File: config.mk
export PLATFORM = sky130hd
export DESIGN_NAME = free_block_cache
export DESIGN_NICKNAME = d
export VERILOG_FILES = /design/src/fbc_pkg.sv /design/src/fbc_ram.sv /design/src/free_block_cache.sv
export SDC_FILE = /design/constraint.sdc
export NUM_CORES = 2
export LEC_CHECK = 0
export ABC_CLOCK_PERIOD_IN_PS = 6800
export BUFFER_PORTS_ARGS = -buffer_cell sky130_fd_sc_hd__buf_2
export CORE_MARGIN = 2
export CORE_UTILIZATION = 40
export DETAILED_ROUTE_END_ITERATION = 8
export GPL_TIMING_DRIVEN = 0
export PLACE_DENSITY = 0.6
export SETUP_SLACK_MARGIN = 0.02
export SLEW_MARGIN = 20
export SYNTH_ARGS = -nofsm -noshare
export SYNTH_HDL_FRONTEND = slang
export SYNTH_SLANG_ARGS = --single-unit
File: constraint.sdc
create_clock -name i_clk -period 6.8 [get_ports i_clk]
set_clock_uncertainty 0.15 [all_clocks]
set_input_delay 0.34 -clock i_clk [delete_from_list [all_inputs] [get_ports i_clk]]
set_output_delay 0.34 -clock i_clk [all_outputs]
set_load 0.005 [all_outputs]
File: src/fbc_pkg.sv
// Shared types and constants for the free block cache.
`default_nettype none
package fbc_pkg;

    localparam int ADDR_W   = 48;
    localparam int SIZE_W   = 32;
    localparam int THRESH_W = 4;
    localparam int OCOUNT_W = 5;
    localparam logic [THRESH_W-1:0] THRESH_RESET = 4'd10;

    localparam logic ACT_ALLOC = 1'b0;
    localparam logic ACT_FREE  = 1'b1;

    typedef enum logic [1:0] {
        ST_ALLOC_HIT    = 2'd0,
        ST_ALLOC_MISS   = 2'd1,
        ST_FREE_CACHED  = 2'd2,
        ST_FREE_EVICTED = 2'd3
    } t_status;

    typedef struct packed {
        logic [ADDR_W-1:0] addr;
        logic [SIZE_W-1:0] size;
    } t_entry;

    typedef enum logic [3:0] {
        S_IDLE,
        S_SCAN_RD,
        S_SCAN_CMP,
        S_TAKE_RD,
        S_TAKE_CAP,
        S_SHIFT_RD,
        S_SHIFT_WR,
        S_INS,
        S_OUT
    } t_state;

endpackage
`default_nettype wire

File: src/fbc_ram.sv
// Entry store: one write port, one read port with registered read data.
`default_nettype none
module fbc_ram #(
    parameter int DEPTH = 16,
    parameter int WIDTH = 80
) (
    input  wire                     i_clk,
    input  wire                     i_we,
    input  wire [$clog2(DEPTH)-1:0] i_waddr,
    input  wire [WIDTH-1:0]         i_wdata,
    input  wire                     i_re,
    input  wire [$clog2(DEPTH)-1:0] i_raddr,
    output logic [WIDTH-1:0]        o_rdata
);
    logic [WIDTH-1:0] r_mem [DEPTH];

    always_ff @(posedge i_clk) begin
        if (i_we) begin
            r_mem[i_waddr] <= i_wdata;
        end
        if (i_re) begin
            o_rdata <= r_mem[i_raddr];
        end
    end
endmodule
`default_nettype wire

File: src/free_block_cache.sv
// Free block cache: age-ordered store of freed blocks with first-fit reuse.
//
// Input channel i_valid/o_ready carries one item: an allocation request
// (i_action 0, i_request_bytes) or a free (i_action 1, i_block_address,
// i_block_bytes). Every item yields exactly one result on o_valid/i_ready:
// status, reused or evicted block, and the count of cached blocks after it.
// The threshold register is written through i_cfg_we/i_cfg_wdata.
//
// Items are handled one at a time by a small sequencer around an entry RAM
// with one write and one read port, and one size comparator. Each RAM read
// is issued first and its data is registered after. The steps per item:
//   allocation: straight to the result when the cache is empty or the sum
//               overflows, else a scan oldest first; a hit removes its slot;
//   free: straight to the result for a null address, else the block is
//         cached; the oldest is evicted when the cache is full or the
//         count after the insert exceeds the threshold.
// The result sits in an output register; the next item is accepted while it
// waits, and the sequencer holds its next result until the register frees.
// Synchronous reset empties the cache and loads threshold 10. The RAM needs
// no clearing: only slots below the count are ever read.
`default_nettype none
module free_block_cache #(
    parameter int CAPACITY     = 16,
    parameter int HEADER_BYTES = 32
) (
    input  wire                             i_clk,
    input  wire                             i_rst_n,
    input  wire                             i_cfg_we,
    input  wire [fbc_pkg::THRESH_W-1:0]     i_cfg_wdata,
    input  wire                             i_valid,
    output logic                            o_ready,
    input  wire                             i_action,
    input  wire [fbc_pkg::SIZE_W-1:0]       i_request_bytes,
    input  wire [fbc_pkg::ADDR_W-1:0]       i_block_address,
    input  wire [fbc_pkg::SIZE_W-1:0]       i_block_bytes,
    output logic                            o_valid,
    input  wire                             i_ready,
    output logic [1:0]                      o_status,
    output logic [fbc_pkg::ADDR_W-1:0]      o_result_address,
    output logic [fbc_pkg::SIZE_W-1:0]      o_result_bytes,
    output logic [fbc_pkg::OCOUNT_W-1:0]    o_cached_count
);
    import fbc_pkg::*;

    localparam int IDX_W = $clog2(CAPACITY);
    localparam int CNT_W = $clog2(CAPACITY + 1);

    t_state                r_state, n_state;
    logic [CNT_W-1:0]      r_count, n_count;
    logic [THRESH_W-1:0]   r_thresh;
    logic [SIZE_W:0]       r_need, n_need;
    logic [ADDR_W-1:0]     r_addr, n_addr;
    logic [SIZE_W-1:0]     r_bytes, n_bytes;
    logic [IDX_W-1:0]      r_idx, n_idx;
    logic                  r_ins_pend, n_ins_pend;
    t_status               r_status, n_status;
    logic [ADDR_W-1:0]     r_res_addr, n_res_addr;
    logic [SIZE_W-1:0]     r_res_bytes, n_res_bytes;
    logic                  r_ovalid;
    t_status               r_o_status;
    logic [ADDR_W-1:0]     r_o_addr;
    logic [SIZE_W-1:0]     r_o_bytes;
    logic [OCOUNT_W-1:0]   r_o_count;

    logic                  w_accept;
    logic                  w_out_load;
    logic [SIZE_W:0]       w_need_in;
    logic [CNT_W-1:0]      w_idx_nx;
    logic [CNT_W-1:0]      w_count_inc;
    logic                  w_full;
    logic                  w_over_thresh;
    logic                  w_fit;
    logic [CNT_W+OCOUNT_W-1:0] w_count_ext;

    logic                  w_we, w_re;
    logic [IDX_W-1:0]      w_waddr, w_raddr;
    t_entry                w_wdata, w_rdata;

    fbc_ram #(
        .DEPTH (CAPACITY),
        .WIDTH ($bits(t_entry))
    ) u_ram (
        .i_clk   (i_clk),
        .i_we    (w_we),
        .i_waddr (w_waddr),
        .i_wdata (w_wdata),
        .i_re    (w_re),
        .i_raddr (w_raddr),
        .o_rdata (w_rdata)
    );

    assign o_ready    = (r_state == S_IDLE);
    assign w_accept   = i_valid && o_ready;
    assign w_out_load = (r_state == S_OUT) && (!r_ovalid || i_ready);

    assign w_need_in     = {1'b0, i_request_bytes} + (SIZE_W+1)'(HEADER_BYTES);
    assign w_idx_nx      = CNT_W'(r_idx) + 1'b1;
    assign w_count_inc   = r_count + 1'b1;
    assign w_full        = (r_count == CNT_W'(CAPACITY));
    assign w_over_thresh = {{THRESH_W{1'b0}}, w_count_inc} > {{CNT_W{1'b0}}, r_thresh};
    // shared size comparator
    assign w_fit         = (w_rdata.size >= r_need[SIZE_W-1:0]);
    assign w_count_ext   = {{OCOUNT_W{1'b0}}, r_count};

    // next state
    always_comb begin
        n_state = r_state;
        case (r_state)
            S_IDLE: begin
                if (w_accept) begin
                    if (i_action == ACT_ALLOC) begin
                        if (w_need_in[SIZE_W] || r_count == '0) begin
                            n_state = S_OUT;
                        end else begin
                            n_state = S_SCAN_RD;
                        end
                    end else if (i_block_address == '0) begin
                        n_state = S_OUT;
                    end else if (w_full) begin
                        n_state = S_TAKE_RD;
                    end else begin
                        n_state = S_INS;
                    end
                end
            end
            S_SCAN_RD:  n_state = S_SCAN_CMP;
            S_SCAN_CMP: begin
                if (w_fit) begin
                    n_state = S_SHIFT_RD;
                end else if (w_idx_nx == r_count) begin
                    n_state = S_OUT;
                end else begin
                    n_state = S_SCAN_RD;
                end
            end
            S_TAKE_RD:  n_state = S_TAKE_CAP;
            S_TAKE_CAP: n_state = S_SHIFT_RD;
            S_SHIFT_RD: begin
                if (w_idx_nx < r_count) begin
                    n_state = S_SHIFT_WR;
                end else if (r_ins_pend) begin
                    n_state = S_INS;
                end else begin
                    n_state = S_OUT;
                end
            end
            S_SHIFT_WR: n_state = S_SHIFT_RD;
            S_INS: begin
                if (r_status == ST_FREE_CACHED && w_over_thresh) begin
                    n_state = S_TAKE_RD;
                end else begin
                    n_state = S_OUT;
                end
            end
            S_OUT: begin
                if (w_out_load) begin
                    n_state = S_IDLE;
                end
            end
            default: n_state = S_IDLE;
        endcase
    end

    // datapath and RAM controls
    always_comb begin
        n_count     = r_count;
        n_need      = r_need;
        n_addr      = r_addr;
        n_bytes     = r_bytes;
        n_idx       = r_idx;
        n_ins_pend  = r_ins_pend;
        n_status    = r_status;
        n_res_addr  = r_res_addr;
        n_res_bytes = r_res_bytes;
        w_we        = 1'b0;
        w_waddr     = r_idx;
        w_wdata     = w_rdata;
        w_re        = 1'b0;
        w_raddr     = r_idx;
        case (r_state)
            S_IDLE: begin
                if (w_accept) begin
                    n_need      = w_need_in;
                    n_addr      = i_block_address;
                    n_bytes     = i_block_bytes;
                    n_idx       = '0;
                    n_res_addr  = '0;
                    n_res_bytes = '0;
                    n_ins_pend  = 1'b0;
                    if (i_action == ACT_ALLOC) begin
                        n_status = ST_ALLOC_MISS;
                    end else begin
                        n_status   = ST_FREE_CACHED;
                        n_ins_pend = (i_block_address != '0) && w_full;
                    end
                end
            end
            S_SCAN_RD, S_TAKE_RD: begin
                w_re = 1'b1;
            end
            S_SCAN_CMP: begin
                if (w_fit) begin
                    n_status    = ST_ALLOC_HIT;
                    n_res_addr  = w_rdata.addr;
                    n_res_bytes = w_rdata.size;
                end else begin
                    n_idx = r_idx + 1'b1;
                end
            end
            S_TAKE_CAP: begin
                n_status    = ST_FREE_EVICTED;
                n_res_addr  = w_rdata.addr;
                n_res_bytes = w_rdata.size;
            end
            S_SHIFT_RD: begin
                if (w_idx_nx < r_count) begin
                    w_re    = 1'b1;
                    w_raddr = r_idx + 1'b1;
                end else begin
                    // slot freed: close the gap
                    n_count = r_count - 1'b1;
                    if (r_ins_pend) begin
                        n_ins_pend = 1'b0;
                    end
                end
            end
            S_SHIFT_WR: begin
                w_we  = 1'b1;
                n_idx = r_idx + 1'b1;
            end
            S_INS: begin
                w_we         = 1'b1;
                w_waddr      = r_count[IDX_W-1:0];
                w_wdata.addr = r_addr;
                w_wdata.size = r_bytes;
                n_count      = w_count_inc;
                n_idx        = '0;
            end
            default: ;
        endcase
    end

    always_ff @(posedge i_clk) begin
        if (!i_rst_n) begin
            r_state    <= S_IDLE;
            r_count    <= '0;
            r_thresh   <= THRESH_RESET;
            r_ins_pend <= 1'b0;
            r_ovalid   <= 1'b0;
        end else begin
            r_state    <= n_state;
            r_count    <= n_count;
            r_ins_pend <= n_ins_pend;
            if (i_cfg_we) begin
                r_thresh <= i_cfg_wdata;
            end
            if (w_out_load) begin
                r_ovalid <= 1'b1;
            end else if (i_ready) begin
                r_ovalid <= 1'b0;
            end
        end
    end

    always_ff @(posedge i_clk) begin
        r_need      <= n_need;
        r_addr      <= n_addr;
        r_bytes     <= n_bytes;
        r_idx       <= n_idx;
        r_status    <= n_status;
        r_res_addr  <= n_res_addr;
        r_res_bytes <= n_res_bytes;
        if (w_out_load) begin
            r_o_status <= r_status;
            r_o_addr   <= r_res_addr;
            r_o_bytes  <= r_res_bytes;
            r_o_count  <= w_count_ext[OCOUNT_W-1:0];
        end
    end

    assign o_valid          = r_ovalid;
    assign o_status         = r_o_status;
    assign o_result_address = r_o_addr;
    assign o_result_bytes   = r_o_bytes;
    assign o_cached_count   = r_o_count;

    a_count_bound: assert property (@(posedge i_clk) disable iff (!i_rst_n)
        r_count <= CNT_W'(CAPACITY))
        else $error("cached count exceeds capacity");

    a_ins_room: assert property (@(posedge i_clk) disable iff (!i_rst_n)
        (r_state == S_INS) |-> (r_count < CNT_W'(CAPACITY)))
        else $error("insert with no free slot");

    a_reuse_nonnull: assert property (@(posedge i_clk) disable iff (!i_rst_n)
        (o_valid && (o_status == ST_ALLOC_HIT || o_status == ST_FREE_EVICTED))
            |-> (o_result_address != '0))
        else $error("reused or evicted block has null address");

    a_miss_empty: assert property (@(posedge i_clk) disable iff (!i_rst_n)
        (o_valid && (o_status == ST_ALLOC_MISS || o_status == ST_FREE_CACHED))
            |-> (o_result_address == '0 && o_result_bytes == '0))
        else $error("miss or cached free reports a block");

    a_hit_shrinks: assert property (@(posedge i_clk) disable iff (!i_rst_n)
        (r_state == S_SCAN_CMP && w_fit) |=> (r_count == $past(r_count)))
        else $error("count changed before the hit slot was removed");

endmodule
`default_nettype wire
Yosys cells after proc, flatten, opt, wreduce, memory -nomap -nowiden
Memories as Yosys holds them, arrays and structs flattened. A register that Yosys moved wholly into a read port is not among the register bits.
Cells that the tools add are included.
{"block": "word_totals", "register_bits": 300, "in_bits": 122, "ramBits": 1280, "mem_count": 1, "wordCells": 108, "output_inout_bits": 89, "romBits": 0, "latchBits": 0}
{"block": "op_classes", "n_eq_ne": 16, "n_bitwise": 0, "n_lt_le_gt_ge": 3, "div_mod_pow": 0, "reduce_logical": 25, "n_addsub": 5, "shift": 0, "n_mul": 0, "n_mux": 42}
{"memory": "u_ram.r_mem", "words": 16, "word_bits": 80, "rd": 1, "rd_clocked_by_memory_dff": 1, "write_ports": 1, "line_no": "fbc_ram.sv:15", "source": "logic [WIDTH-1:0] r_mem [DEPTH];"}
{"operator": "$pmux 48 s3", "count": 1}
{"operator": "$mux 48", "count": 2}
{"operator": "$pmux 32 s3", "count": 1}
{"operator": "$mux 80", "count": 1}
{"operator": "$mux 32", "count": 2}
{"operator": "$mux 4", "count": 15}
{"operator": "$logic_not 48->1", "count": 1}
{"operator": "$reduce_bool 48->1", "count": 1}
{"operator": "$add 32x6->33 const B", "count": 1}
{"operator": "$ge 32x32->1", "count": 1}
{"operator": "$pmux 4 s8", "count": 1}
{"operator": "$eq 4x3->1 const B", "count": 4}
{"operator": "$pmux 4 s4", "count": 1}
{"operator": "$pmux 5 s2", "count": 1}
{"operator": "$mux 1", "count": 9}
{"operator": "$reduce_and 3->1", "count": 3}
{"operator": "$eq 4x2->1 const B", "count": 2}
{"operator": "$ne 2x2->1 const B", "count": 4}
{"operator": "$mux 2", "count": 3}
{"operator": "$pmux 2 s3", "count": 1}
{"operator": "$reduce_and 2->1", "count": 3}
{"operator": "$reduce_bool 2->1", "count": 3}
{"operator": "$reduce_or 2->1", "count": 3}
{"operator": "$add 4x1->5 const B", "count": 1}
{"operator": "21 further kinds", "count": 26}

Depth between registers and ports, before layout
{"block": "depth", "ltp_word": 6, "ltp_mapped": 18, "ltp_nobuf": 11}

By module
Synthesis repeated with hierarchy kept, for this count alone.
{"block": "hier_totals", "cells_unflattened": 3083, "hier_area_um2": 63135.6}
{"module": "fbc_ram", "cells_each": 2054, "area_each_um2": 50223.2, "n_inst": 1}
{"module": "free_block_cache", "cells_each": 1029, "area_each_um2": 12912.4, "n_inst": 1}

Least setup slack after synthesis
No wires, ideal clock.
{"block": "synth_path", "kind": "register to register", "start": "reg r_state[2]", "end": "reg r_res_addr[0] (enable)", "slack_ns": -0.564, "period_less_slack_ns": 7.364, "t_required_ns": 6.015, "t_arrival_ns": 6.578, "stages_incl_launch_ff": 5, "setup_ns": 0.635, "path_cell_list": "dfxtp_1 buf_2 clkbuf_1 o21ai_0 o21ai_0"}
{"block": "synth_between", "elab_chain_cells": 4}
{"item": "start: declaration", "line_no": "free_block_cache.sv:48", "source": "t_state r_state, n_state;"}
{"item": "start signal: assignment", "line_no": "free_block_cache.sv:251", "source": "r_state <= n_state;"}
{"item": "$logic_not 4->1", "line_no": "free_block_cache.sv:92, free_block_cache.sv:180"}
{"item": "$logic_and 1x1->1", "line_no": "free_block_cache.sv:93", "source": "assign w_accept = i_valid && o_ready;"}
{"item": "$ne 2x1->1 (no line)"}
{"item": "$reduce_and 3->1 (no line) (*)"}
{"item": "end signal: assignment", "line_no": "free_block_cache.sv:271", "source": "r_res_addr <= n_res_addr;"}
{"item": "end: declaration", "line_no": "free_block_cache.sv:57", "source": "logic [ADDR_W-1:0] r_res_addr, n_res_addr;"}
Mark *: on every way between the ends. The rest lies on a longest branch, timed or not.
A chain may end at the register's enable or synchronous reset.

Worst setup path after layout
{"block": "layout_path", "start": "reg r_idx[3]", "end": "reg u_ram.o_rdata[47] (read register of u_ram.r_mem), data pin"}
{"block": "layout_between", "elab_chain_cells": 4}
{"item": "start: declaration", "line_no": "free_block_cache.sv:54", "source": "logic [IDX_W-1:0] r_idx, n_idx;"}
{"item": "start signal: assignment", "line_no": "free_block_cache.sv:269", "source": "r_idx <= n_idx;"}
{"item": "$add 4x1->5", "line_no": "free_block_cache.sv:97", "source": "assign w_idx_nx = CNT_W'(r_idx) + 1'b1;"}
{"item": "$lt 5x5->1", "line_no": "free_block_cache.sv:216", "source": "if (w_idx_nx < r_count) begin"}
{"item": "$mux 1 or $mux 4 (tied branches)", "line_no": "free_block_cache.sv:216"}
{"item": "$pmux 1 s2 or $mux 4 (tied branches)", "line_no": "free_block_cache.sv:180", "source": "case (r_state)"}
{"item": "end: declaration", "line_no": "fbc_ram.sv:13", "source": "output logic [WIDTH-1:0] o_rdata"}
Parallel ways exist; a longest one is shown, timed or not.

==> summary.md <==
| Metric | Value |
|---|---|
| Status | completed |
| RSZ-0062 raised after global routing | no |
| Fin cells | 8012 |
| Reg area | between 40000 and 50000 um2 |
| Design area | 86500 um2 |
| Post-CTS sizing | 0 |
| Worst-Margin Slew | 1.22 ns |
| Vias | 49700 |
| Tcrit/Tclk final | approximately nine tenths |
| Max-slew violations | 0 |
| Setup ws final | around 0.73 ns |
| Post-DRT Antenna Nets | 0 |
| Setup-failing EPs final | 0 |
| Req. time, crit path | 7.12 ns |
| DR iter-0 viols | approximately 6300 |
| EDFF count, synth | 1645 |
| Cells after synthesis | 4868 |
| Largest net degree at the start of global routing | 63 |
| Timing-limited maximum frequency | 165 MHz |
| Synth cell count leaders | 1645 x edfxtp_1, 678 x mux2i_1, 420 x o22ai_1 |
| Fillers | 15400 |
| Final nets | between 5000 and 6000 |
| Cts hold-fix bufs | 145 |
| Die ar. | 186000 um2 |
| GRT Util Overall | 25.4% |
| Reg2Reg Setup Slack | 0.73 ns |
| Seq/Total Area, Yosys | 68.0% |
| Die width | around 430 um |
| CP arrival | 6.39 ns |
| TritonRoute pass-1 iters | 6 |
| Die Ht | 432 um |
| Share of cells above drive strength 1 | 14.9% |
| H-tree levels | 4 |
| Syn Nets | 5035 |
| GRT overflow | 0 |
| HP Class | in2reg |
| Total of max-cap violations | 0 |
| Crit path kind | reg2reg |
| Final WL | 242000 um |
| Layout area overhead | 18.3% |
| First-pass GRT wire length | 341000 um |
| Synth warnings | 0 |
| Cell with the most instances after synthesis | edfxtp_1 |
| Final-report hold violation count | 0 |
| Num CTS Buffers | roughly 170 |
| Max VDD drop | between 0.0004 and 0.0005 V |
| Mapped cell area | ~73000 um2 |
| Port Buf Inserts | between 200 and 250 |
| CTS tree | done |
| Synth unique cells | 67 |
| Leak | between 30 and 40 nW |
| Setup bufs post-CTS | 0 |
| Clock Tree Root | clkbuf_16 |
| Asr flop ratio synth | 0% |
| Area of the multi-input gates | approximately 22000 um2 |
| Post-route minimum period | 6.07 ns |
| CTS max path bufs | 3 |
| Predominant post-synthesis flop cell | edfxtp_1 |
| Synth top area cells | edfxtp_1 68%, mux2i_1 9.3%, o22ai_1 3.6% |
| Sink Count | 1660 |
| Synth top area share | 67.6% |
| Dpl ws | 0.713 ns |
| Worst-path maximum fanout | 10 |
| DR vias/cell | 6.20 |
| Final GP Congestion | approximately 0.9 |
| Flops & latches, synth | 1660 |
| Slew HR | 18.7% |
| Pwr dens | roughly 430 nW/um2 |
| Dpl cells | 7549 |
| Startpoint Class | register |
| Tot Pwr | 37.5 mW |
| Initial Utilization | 40.4% |
| Number of global-route vias before repair | 48800 |
| Dpl hpwl | 165000 um |
| Clk pin slew, worst setup/hold paths | 0.06 ns |
| Dominant cell type by area after synthesis | edfxtp_1 |
| # IOs | 211 |
| DR WL/cell | between 30 and 40 um |
| Initial antenna violation count | 10 |
| Residual DRC | 0 |
| Placed instance area | 79700 um2 |
| CP endpoint kind | register |
| Core area | 181000 um2 |
| Clock Latency Late Sink | 0.85 ns |
| Final hold slack | 0.0824 ns |
| Avg Inst Size Synth | 15.0 um2 |
| Row Count | 156 |
==> report_power, final <==
group	internal (mW)	total [mW]	switching [mW]
clock network	5.01	9.10	4.09
logic	4.86	14.2	9.36
registers	13.7	14.1	0.486
==> final timing paths <==
path	endpoint	cells past startpoint	from
setup / recovery	u_ram.o_rdata[47]$_DFFE_PP_	14	r_idx[3]$_SDFFCE_PN0P_
hold / removal	r_bytes[3]$_DFFE_PP_	2	i_block_bytes[3]
setup reg to reg	u_ram.o_rdata[47]$_DFFE_PP_	14	r_idx[3]$_SDFFCE_PN0P_
hold reg to reg	o_result_bytes[18]$_DFFE_PP_	0	r_res_bytes[18]$_SDFFCE_PP0P_
==> layout make-up <==
cell class	instances	area share (%)
Sequential cell	1660	57.5
Multi-Input combinational cell	2771	25.2
Timing Repair Buffer	456	5.58
Clock buffer	216	5.23
Tap cell	2370	3.43
Buffer	373	1.84
Clock inverter	97	0.962
Inverter	64	0.286
Antenna cell	5	0.0145
==> stage by stage <==
| step | util [%] | TNS [ns] |
|---|---|---|
| floorplan | - | 0 |
| global placement | 42.6 | -5683.32 |
| detailed placement | 44.0 | 0 |
| CTS | 47.7 | 0 |
| global route | 47.7 | 0 |
| finish | 47.7 | 0 |
==> registers in the layout, indices dropped and copies added (netlist names) <==
signal and cells:
o_result_address 48, r_count 5, r_thresh 4, r_idx 4, o_status 2, r_status 2, r_ins_pend 1, r_res_addr 48
r_res_bytes 32, r_state 4, r_need 32, r_bytes 32, o_result_bytes 32, o_cached_count 5, u_ram.r_mem 1280, r_addr 48
u_ram.o_rdata 80, o_valid 1
==> per-layer routing <==
metal	up-vias	part of all wire [%]	track usage, %
met3	591	9.3	5.29
met4	4	5.8	13.9
met5	-	0.011	0
met2	2757	46	39.8
met1	25300	39	33.0
li1	21100	-	-
==> worst max-delay path, stage by stage (launching register included) <==
cell,delay [ns]
edfxtp_1,0.34
clkbuf_1,0.38
clkbuf_1,0.38
and3_1,0.22
ha_1,0.25
a21oi_1,0.37
and2_1,0.21
buf_6,0.13
nand3_1,0.11
mux2i_1,0.84
buf_2,0.49
buf_2,0.42
buf_1,0.63
a21oi_1,0.23
o2111ai_1,0.52
==> logic make-up after synthesis <==
| kind of cell | Yosys count | share of synthesized area, % |
|---|---|---|
| flip-flops | 1660 | 68.0 |
| AO/OA/AOI/OAI | 1092 | 11.0 |
| AND/OR/NAND/NOR | 824 | 5.23 |
| multiplexers | 776 | 12.1 |
| buffers and inverters | 437 | 2.46 |
| adder cells (fa/ha/maj) | 45 | 0.770 |
| XOR/XNOR | 34 | 0.407 |
==> placed cells by master (no fill, tap or decap), types with 33 or more instances in the layout <==
cell	synthesis	routed
a32oi_1	63	63
and2_1	86	86
o221ai_1	145	145
nand2_1	402	402
buf_16	0	48
dlygate4sd3_1	0	145
edfxtp_1	1645	1645
clkbuf_16	0	174
clkinv_1	0	39
a211oi_1	33	33
a211o_1	63	63
o22ai_1	420	420
or3_1	65	65
buf_2	63	275
buf_12	0	46
ha_1	45	45
inv_1	64	63
mux2i_1	678	678
clkbuf_1	262	284
o221a_2	62	62
mux4_2	86	86
nor3_1	44	43
o21ai_0	98	92
a21oi_1	45	44
o311ai_0	37	37
nor2_1	111	95
Note: power is estimated with default switching activity, not from simulation.
